## src/hdl/sync_frame_receiver_with_checksum_core_assert.svh

```systemverilog
// ---------------------------------------------------------------------------
// sfr assertion macros
// shared concurrent assertion forms, clocked on clk_i and held off in reset
// ---------------------------------------------------------------------------
`ifndef SYNC_FRAME_RECEIVER_WITH_CHECKSUM_CORE_ASSERT_SVH
`define SYNC_FRAME_RECEIVER_WITH_CHECKSUM_CORE_ASSERT_SVH

// same-cycle implication
`define SFR_ASSERT_IMP(name, ante, cons) \
  name: assert property (@(posedge clk_i) disable iff (!rst_ni) (ante) |-> (cons)) \
    else $error("sfr assertion failed");

// next-cycle implication
`define SFR_ASSERT_NXT(name, ante, cons) \
  name: assert property (@(posedge clk_i) disable iff (!rst_ni) (ante) |=> (cons)) \
    else $error("sfr assertion failed");

`endif

```

## src/hdl/sfr_pkg.sv

```systemverilog
// ---------------------------------------------------------------------------
// sfr_pkg
// constants, types and helpers shared by the frame receiver modules
// ---------------------------------------------------------------------------
package sfr_pkg;

  localparam int FRAME_LEN = 64;
  localparam int ADDR_W    = $clog2(FRAME_LEN);
  localparam int CNT_W     = 6;
  localparam int IDX_W     = 6;

  localparam logic [7:0] SYNC_0 = 8'h12;
  localparam logic [7:0] SYNC_1 = 8'h34;
  localparam logic [7:0] SYNC_2 = 8'h56;
  localparam logic [7:0] SYNC_3 = 8'h78;

  localparam logic [CNT_W-1:0] SUM_END  = CNT_W'(FRAME_LEN - 2);
  localparam logic [CNT_W-1:0] LAST_POS = CNT_W'(FRAME_LEN - 1);
  localparam logic [IDX_W-1:0] LAST_IDX = IDX_W'(FRAME_LEN - 1);

  typedef struct packed {
    logic       take;
    logic       clear;
    logic       drain;
    logic [1:0] sync_sel;
  } sfr_cmd_t;

  typedef struct packed {
    logic sync_hit;
    logic last_pos;
    logic csum_ok;
    logic busy;
  } sfr_sts_t;

  function automatic logic [7:0] sfr_sync_byte(input logic [1:0] sel);
    logic [7:0] b;
    case (sel)
      2'd0:    b = SYNC_0;
      2'd1:    b = SYNC_1;
      2'd2:    b = SYNC_2;
      2'd3:    b = SYNC_3;
      default: b = SYNC_0;
    endcase
    return b;
  endfunction

endpackage

```

## src/hdl/sfr_ctrl.sv

```systemverilog
// ---------------------------------------------------------------------------
// sfr_ctrl
// sync hunt, collect and drain sequencing for the frame receiver
// ---------------------------------------------------------------------------
module sfr_ctrl import sfr_pkg::*; (
  input  logic     clk_i,
  input  logic     rst_ni,
  input  logic     rx_valid_i,
  output logic     rx_stall_o,
  input  sfr_sts_t sts_i,
  output sfr_cmd_t cmd_o
);

  typedef enum logic [2:0] {
    S_HUNT0,
    S_HUNT1,
    S_HUNT2,
    S_HUNT3,
    S_COLLECT,
    S_DRAIN
  } state_e;

  state_e state_q, state_d;
  logic   stall_q, stall_d;
  logic   acc;

  assign acc        = rx_valid_i && !stall_q;
  assign rx_stall_o = stall_q;

  always_comb begin
    state_d        = state_q;
    stall_d        = stall_q;
    cmd_o          = '0;
    case (state_q)
      S_HUNT0: begin
        cmd_o.sync_sel = 2'd0;
        if (acc && sts_i.sync_hit) begin
          cmd_o.take = 1'b1;
          state_d    = S_HUNT1;
        end
      end
      S_HUNT1, S_HUNT2, S_HUNT3: begin
        case (state_q)
          S_HUNT1: cmd_o.sync_sel = 2'd1;
          S_HUNT2: cmd_o.sync_sel = 2'd2;
          default: cmd_o.sync_sel = 2'd3;
        endcase
        if (acc) begin
          if (sts_i.sync_hit) begin
            cmd_o.take = 1'b1;
            case (state_q)
              S_HUNT1: state_d = S_HUNT2;
              S_HUNT2: state_d = S_HUNT3;
              default: state_d = S_COLLECT;
            endcase
          end else begin
            cmd_o.clear = 1'b1;
            state_d     = S_HUNT0;
          end
        end
      end
      S_COLLECT: begin
        if (acc) begin
          cmd_o.take = 1'b1;
          if (sts_i.last_pos) begin
            cmd_o.clear = 1'b1;
            if (sts_i.csum_ok) begin
              cmd_o.drain = 1'b1;
              state_d     = S_DRAIN;
              stall_d     = 1'b1;
            end else begin
              state_d = S_HUNT0;
            end
          end
        end
      end
      S_DRAIN: begin
        if (!sts_i.busy) begin
          state_d = S_HUNT0;
          stall_d = 1'b0;
        end
      end
      default: begin
        cmd_o.clear = 1'b1;
        state_d     = S_HUNT0;
        stall_d     = 1'b0;
      end
    endcase
  end

  always_ff @(posedge clk_i or negedge rst_ni) begin
    if (!rst_ni) begin
      state_q <= S_HUNT0;
      stall_q <= 1'b0;
    end else begin
      state_q <= state_d;
      stall_q <= stall_d;
    end
  end

endmodule

```

## src/hdl/sfr_dp.sv

```systemverilog
// ---------------------------------------------------------------------------
// sfr_dp
// frame store, checksum pair, and the read-out pipeline for a good frame
// ---------------------------------------------------------------------------
module sfr_dp import sfr_pkg::*; (
  input  logic             clk_i,
  input  logic             rst_ni,
  input  logic [7:0]       rx_byte_i,
  input  sfr_cmd_t         cmd_i,
  output sfr_sts_t         sts_o,
  output logic             frame_valid_o,
  input  logic             frame_stall_i,
  output logic [7:0]       frame_byte_o,
  output logic [IDX_W-1:0] byte_index_o,
  output logic             last_byte_o
);

  localparam logic [ADDR_W-1:0] LAST_ADDR = ADDR_W'(FRAME_LEN - 1);

  logic [7:0]       mem [FRAME_LEN];

  logic [CNT_W-1:0] cnt_q;
  logic [7:0]       sum_a_q, sum_a_d;
  logic [7:0]       sum_b_q, sum_b_d;
  logic             chk_a_q;

  logic             rd_busy_q;
  logic [ADDR_W-1:0] rd_addr_q;
  logic             dat_vld_q;
  logic [ADDR_W-1:0] dat_idx_q;
  logic [7:0]       rd_data_q;
  logic             out_vld_q;
  logic [7:0]       out_byte_q;
  logic [IDX_W-1:0] out_idx_q;
  logic             out_last_q;

  logic             out_rdy, dat_rdy, issue;

  assign sum_a_d = sum_a_q + rx_byte_i;
  assign sum_b_d = sum_b_q + sum_a_d;

  assign sts_o.sync_hit = (rx_byte_i == sfr_sync_byte(cmd_i.sync_sel));
  assign sts_o.last_pos = (cnt_q == LAST_POS);
  assign sts_o.csum_ok  = chk_a_q && (sum_b_q == rx_byte_i);
  assign sts_o.busy     = rd_busy_q || dat_vld_q || out_vld_q;

  assign out_rdy = !out_vld_q || !frame_stall_i;
  assign dat_rdy = !dat_vld_q || out_rdy;
  assign issue   = rd_busy_q && dat_rdy;

  // frame store
  always_ff @(posedge clk_i) begin
    if (cmd_i.take) begin
      mem[cnt_q[ADDR_W-1:0]] <= rx_byte_i;
    end
    if (issue) begin
      rd_data_q <= mem[rd_addr_q];
      dat_idx_q <= rd_addr_q;
    end
    if (out_rdy && dat_vld_q) begin
      out_byte_q <= rd_data_q;
      out_idx_q  <= IDX_W'(dat_idx_q);
      out_last_q <= (dat_idx_q == LAST_ADDR);
    end
  end

  // count and checksum pair
  always_ff @(posedge clk_i or negedge rst_ni) begin
    if (!rst_ni) begin
      cnt_q   <= '0;
      sum_a_q <= '0;
      sum_b_q <= '0;
      chk_a_q <= 1'b0;
    end else if (cmd_i.clear) begin
      cnt_q   <= '0;
      sum_a_q <= '0;
      sum_b_q <= '0;
      chk_a_q <= 1'b0;
    end else if (cmd_i.take) begin
      cnt_q <= cnt_q + 1'b1;
      if (cnt_q < SUM_END) begin
        sum_a_q <= sum_a_d;
        sum_b_q <= sum_b_d;
      end
      if (cnt_q == SUM_END) begin
        chk_a_q <= (sum_a_q == rx_byte_i);
      end
    end
  end

  // read-out sequencing
  always_ff @(posedge clk_i or negedge rst_ni) begin
    if (!rst_ni) begin
      rd_busy_q <= 1'b0;
      rd_addr_q <= '0;
      dat_vld_q <= 1'b0;
      out_vld_q <= 1'b0;
    end else begin
      if (cmd_i.drain) begin
        rd_busy_q <= 1'b1;
        rd_addr_q <= '0;
      end else if (issue) begin
        if (rd_addr_q == LAST_ADDR) begin
          rd_busy_q <= 1'b0;
        end else begin
          rd_addr_q <= rd_addr_q + 1'b1;
        end
      end
      if (dat_rdy) begin
        dat_vld_q <= issue;
      end
      if (out_rdy) begin
        out_vld_q <= dat_vld_q;
      end
    end
  end

  assign frame_valid_o = out_vld_q;
  assign frame_byte_o  = out_byte_q;
  assign byte_index_o  = out_idx_q;
  assign last_byte_o   = out_last_q;

endmodule

```

## src/hdl/sync_frame_receiver_with_checksum_core.sv

```systemverilog
// ---------------------------------------------------------------------------
// sync_frame_receiver_with_checksum_core
// fixed-length frame receiver with sync hunt and fletcher-style check
// ---------------------------------------------------------------------------
// Takes one received byte per beat and hunts for the sync sequence
// 12 34 56 78; a wrong byte drops back to hunting without being rechecked as
// a first sync byte. After sync the rest of a FRAME_LEN byte frame is stored
// in an on-chip frame store while an 8-bit sum pair runs over all bytes but
// the last two. While hunting or collecting one byte is taken every cycle.
// When the last byte completes a frame whose trailing two bytes match the
// sums, the input stalls and the whole frame is read out of the store, one
// byte per cycle while the output is not stalled, with its index and a last
// flag on the final byte; the input stall lasts until the single read port of
// the store has read every byte, its two-stage read-out pipeline has emptied
// and the controller has seen it empty.
// A frame with a bad checksum produces nothing.
// ---------------------------------------------------------------------------
`include "sync_frame_receiver_with_checksum_core_assert.svh"

module sync_frame_receiver_with_checksum_core import sfr_pkg::*; (
  input  logic             clk_i,
  input  logic             rst_ni,
  input  logic             rx_valid_i,
  output logic             rx_stall_o,
  input  logic [7:0]       rx_byte_i,
  output logic             frame_valid_o,
  input  logic             frame_stall_i,
  output logic [7:0]       frame_byte_o,
  output logic [IDX_W-1:0] byte_index_o,
  output logic             last_byte_o
);

  sfr_cmd_t cmd;
  sfr_sts_t sts;

  sfr_ctrl u_ctrl (
    .clk_i      (clk_i),
    .rst_ni     (rst_ni),
    .rx_valid_i (rx_valid_i),
    .rx_stall_o (rx_stall_o),
    .sts_i      (sts),
    .cmd_o      (cmd)
  );

  sfr_dp u_dp (
    .clk_i         (clk_i),
    .rst_ni        (rst_ni),
    .rx_byte_i     (rx_byte_i),
    .cmd_i         (cmd),
    .sts_o         (sts),
    .frame_valid_o (frame_valid_o),
    .frame_stall_i (frame_stall_i),
    .frame_byte_o  (frame_byte_o),
    .byte_index_o  (byte_index_o),
    .last_byte_o   (last_byte_o)
  );

  // no new byte is taken while a frame is being read out
  `SFR_ASSERT_IMP(a_stall_on_drain, frame_valid_o, rx_stall_o)
  // the last flag marks only the final frame position
  `SFR_ASSERT_IMP(a_last_idx, frame_valid_o && last_byte_o, byte_index_o == LAST_IDX)
  // a frame read-out starts at position zero
  `SFR_ASSERT_IMP(a_first_idx, $rose(frame_valid_o), byte_index_o == '0)
  // nothing follows the last beat of a frame
  `SFR_ASSERT_NXT(a_end_quiet, frame_valid_o && last_byte_o && !frame_stall_i, !frame_valid_o)

endmodule

```

## config.mk

```make
export PLATFORM = sky130hd
export DESIGN_NAME = sync_frame_receiver_with_checksum_core
export DESIGN_NICKNAME = d
export VERILOG_FILES = /design/src/hdl/sfr_pkg.sv /design/src/hdl/sfr_ctrl.sv /design/src/hdl/sfr_dp.sv /design/src/hdl/sync_frame_receiver_with_checksum_core.sv
export VERILOG_INCLUDE_DIRS = /design/src /design/src/hdl
export SDC_FILE = /design/constraint.sdc
export NUM_CORES = 1
export LEC_CHECK = 0
export CAP_MARGIN = 20
export CORE_UTILIZATION = 65
export CTS_CLUSTER_SIZE = 20
export DETAILED_ROUTE_END_ITERATION = 8
export DONT_BUFFER_PORTS = 1
export PLACE_DENSITY = 0.92
export SKIP_CTS_REPAIR_TIMING = 1
export SYNTH_ARGS = -nofsm -noshare
export SYNTH_HDL_FRONTEND = slang
export SYNTH_HIERARCHICAL = 1
export SYNTH_SLANG_ARGS = --single-unit
```

## constraint.sdc

```tcl
create_clock -name clk_i -period 7.7 [get_ports clk_i]
set_input_delay 0.385 -clock clk_i [delete_from_list [all_inputs] [get_ports clk_i]]
set_output_delay 0.385 -clock clk_i [all_outputs]
set_load 0.005 [all_outputs]
```

==> results.md <==
- For this block, the initial DRC count from the detailed router was around 2.1k.
- For this configuration, the core starts out at a cell density of 0.666.
- The maximum clock rate is 205 MHz.
- The first global-routing pass estimated 83900 um of wire.
- Synthesis inferred a little under 600 register bits.
- Clock tree synthesis inserted a total of 54 buffers.
- At the pin with the least slew margin, the transition time is 1.20 ns.
- The largest buffer count on any clock path is 3.
- Port buffering added 0 buffers.
- The cell count after synthesis is 1165.
- The synthesized design contains between 500 and 600 enable-type register cells.
- The number of antenna violations at the first check in global routing is 1.
- Clock-pin slew was measured on the worst setup and hold paths at 0.07 ns.
- The critical path is of the reg -> reg type.
- For the final routed database, the setup TNS stands at 0 ns.
- The clock root buffer is clkbuf_16.
- Relative to the synthesized area, the layout overhead comes to 10.9%.
- The maximum level of the CTS H-tree is 2.
- The flip-flop cell with the highest count after synthesis is edfxtp_1.
- The core area is 34900 um2.
- For this run, the share of the core covered by cells in the final layout is 0.739.
- The total congestion overflow after global routing is 0.
- Power spread over the standard cell area amounts to 251 nW/um2.
- The worst hold path belongs to the class in -> reg.
- For this run, the total global-route usage over all layers was measured as 0.326.
- The setup check on the worst reg-to-reg path leaves a slack of about 2.8 ns.
- In this run the mean area of a mapped cell was 19.9 um2.
- The final routed wirelength across all metal layers is a little over 60000 um.
- In this run the count of I/O pins placed on the die edge is 29.
- The number of standard-cell rows in the floorplan is slightly below 70.
- The total count of max-transition violations in the final report came to 0.
- The number of hold-slack violations in the final timing report is 0.
- After the last flow step, the layout net total stands at between 1k and 1.5k.
- Overall power consumption after layout is estimated at around 6.5 mW.
- The worst max-slew margin expressed relative to the limit is 0.203.
- Setup violations remaining at the end of the flow were counted as 0.
- Across the routed clock network, the largest skew measured is slightly above 0.03 ns.
- The total via count after detailed routing is 12.5k.
- From bottom edge to top edge, the die measures 191 um.
- The number of max-cap violations is 0.
- For the worst setup path, the data arrival time is around 5.1 ns.
- TritonCTS built the clock tree.
- Summing every instance area after synthesis gives roughly 23000 um2.
- The part of the Yosys area used for sequential elements is 0.738.
- The post-synthesis async set-or-reset flop share is 0.0624.
- The horizontal extent of the die is around 190 um.
- Entering global routing, the biggest net connects approximately 130 pins.
- The capturing element type of the critical path is a register.
- In the final routed layout, each cell accounts on average for around 36 um.
- The leakage power figure is between 8 and 9 nW.
- The worst-case IR drop observed on VDD is 0.229 mV.
- The data required time at the worst endpoint is just under 8 ns.
- The total DRC errors in the routed layout is 0.
- The final cycle utilization of the critical path is 0.633.
- The run finished with clean final reports.
- The clock latency on the worst-skew pair is 0.60 ns.
- In the routed layout, each cell is associated on average with a via count of between 7 and 8.
- The congestion estimate from routability-driven global placement came to 0.835.
- The worst path setup slack after routing is 2.83 ns.
- For this run, the detailed router's first-pass iteration total came to 6.
- The wire-length estimate of the detail-placed layout is just over 30000 um.
- The floorplan die area is approximately 37000 um2.
- In this run, distinct cell masters in the synthesized netlist total 54.
- Counting every sink on the clock net gives ~580.
- When the netlist entered floorplanning its net count stood at about 1.2k.
- The worst slack at placement is approximately 3.2 ns.
- Of all nets on the critical path, the largest fanout is 14.
- The worst path needs 4.87 ns of the cycle, external delays included.
- The number of antenna-violating nets in the routed design is 0.
- Setup repair after global routing left no endpoint under its margin.
- The startpoint class of the critical path is a register.
- The via count of the first global-routing pass is 12.3k.
- During synthesis, Yosys emitted a total of 6 warnings.
- In the final layout, the share of cells above drive strength 1 is 0.224.
## sequential cells by signal, indices dropped and copies added (netlist names), 3 cells and up
register and flops:
u_dp/rd_data_q 8, u_dp/mem 512, u_dp/frame_byte_o 8, u_dp/sum_a_q 8, u_dp/sum_b_q 8, u_dp/cnt_q 6
u_dp/dat_idx_q 6, u_dp/rd_addr_q 6, u_dp/byte_index_o 6, u_ctrl/state_q 3
## per-stage QoR
stage	std cells	hold slack [ns]	area, um2
2_1_floorplan	1165	0.0894	23200
3_3_place_gp	1567	0.0904	23600
3_5_place_dp	1567	0.0906	23600
4_1_cts	1669	-0.530	25500
5_1_grt	1685	0.0475	25800
6_report	1686	0.0323	25800
## where the power goes
group	leakage (nW)	internal, mW	switching, mW	total, mW
clock network	0.892	1.65	1.24	2.89
registers	5.39	3.43	0.00971	3.44
logic	1.81	0.0435	0.0892	0.133
total	8.09	5.12	1.34	6.46
## cells by family (layout without fill, tap and decap cells)
kind of cell    count (synthesis)  after routing  share of synthesized area
fa+ha+maj                      23             23                     0.0130
flops                         577            577                      0.738
buf+inv                        74            139                     0.0155
compound gates                 83             83                     0.0239
other cells                     0              1                          0
simple gates                  217            217                     0.0429
mux                           163            163                      0.156
xor+xnor                       28             28                     0.0106
## worst paths after layout
path / start / end / cells after the start
worst min register to register: u_dp/rd_data_q[2]$_DFFE_PP_ / u_dp/frame_byte_o[2]$_DFFE_PP_ / 0
worst min-delay path: frame_stall_i / u_dp/dat_vld_q$_DFFE_PN0N_ / 2
min in group asynchronous: rst_ni / u_dp/rd_addr_q[4]$_DFFE_PN0P_ / 2
max in group asynchronous: rst_ni / u_dp/sum_a_q[4]$_DFFE_PN0P_ / 2
worst max-delay path: u_ctrl/state_q[0]$_DFFE_PN0P_ / u_dp/mem[14][2]$_DFFE_PP_ / 10
worst max register to register: u_ctrl/state_q[0]$_DFFE_PN0P_ / u_dp/mem[14][2]$_DFFE_PP_ / 10
## cell type report
type | count | area (um2)
fill | 1777 | 9110
clock buffer | 64 | 1400
inverter | 14 | 52.6
sequential | 577 | 17200
tap | 455 | 569
clock inverter | 38 | 488
multi-input combinational | 514 | 5740
antenna | 1 | 2.50
timing repair buffer | 23 | 365
## Yosys cell counts (all sizes together), types with 11 or more instances
master / n / area, um2
mux4: 160 / 3600
a22oi: 16 / 120
xor2: 14 / 123
inv: 14 / 52.6
clkbuf: 36 / 135
nand3: 13 / 65.1
nor3: 11 / 55.1
buf: 24 / 171
nor2: 98 / 368
nor2b: 11 / 68.8
edfxtp: 541 / 16200
a21oi: 20 / 100
xnor2: 14 / 123
dfrtp: 36 / 901
nand2: 44 / 165
ha: 21 / 263
o21ai: 13 / 65.1
## worst max-delay path, cell delays in order, from the launching register on
cell and delay (ns):
dfrtp_1 0.55, nor2b_1 0.39, xnor2_1 0.10, or4b_2 0.61, nor4_1 0.41, nand2b_1 0.22
a21oi_1 0.19, buf_4 0.28, nor2b_1 0.39, nand3_1 0.55, nor2_1 0.80
## layout by cell type (no fill, tap or decap), types with 10 or more instances in the layout
cell and instances:
dfrtp_1 33, xor2_1 14, xnor2_1 14, o21ai_0 12
bufinv_16 10, nor3_1 11, inv_1 14, nand2_1 44
nor2_1 98, nand3_1 13, clkbuf_16 54, a22oi_1 16
edfxtp_1 541, mux4_2 160, nor2b_1 11, a21oi_1 20
ha_1 21
## metal layers
| layer | routed length, um | vias up | GRT usage |
|---|---|---|---|
| met4 | 3110 | 2 | 0.124 |
| met3 | 6900 | 204 | 0.0650 |
| met1 | 20400 | 6373 | 0.444 |
| met5 | 10 | - | 0 |
| li1 | - | 4790 | - |
| met2 | 30200 | 1143 | 0.529 |
Power figures use the tool's default switching activity.
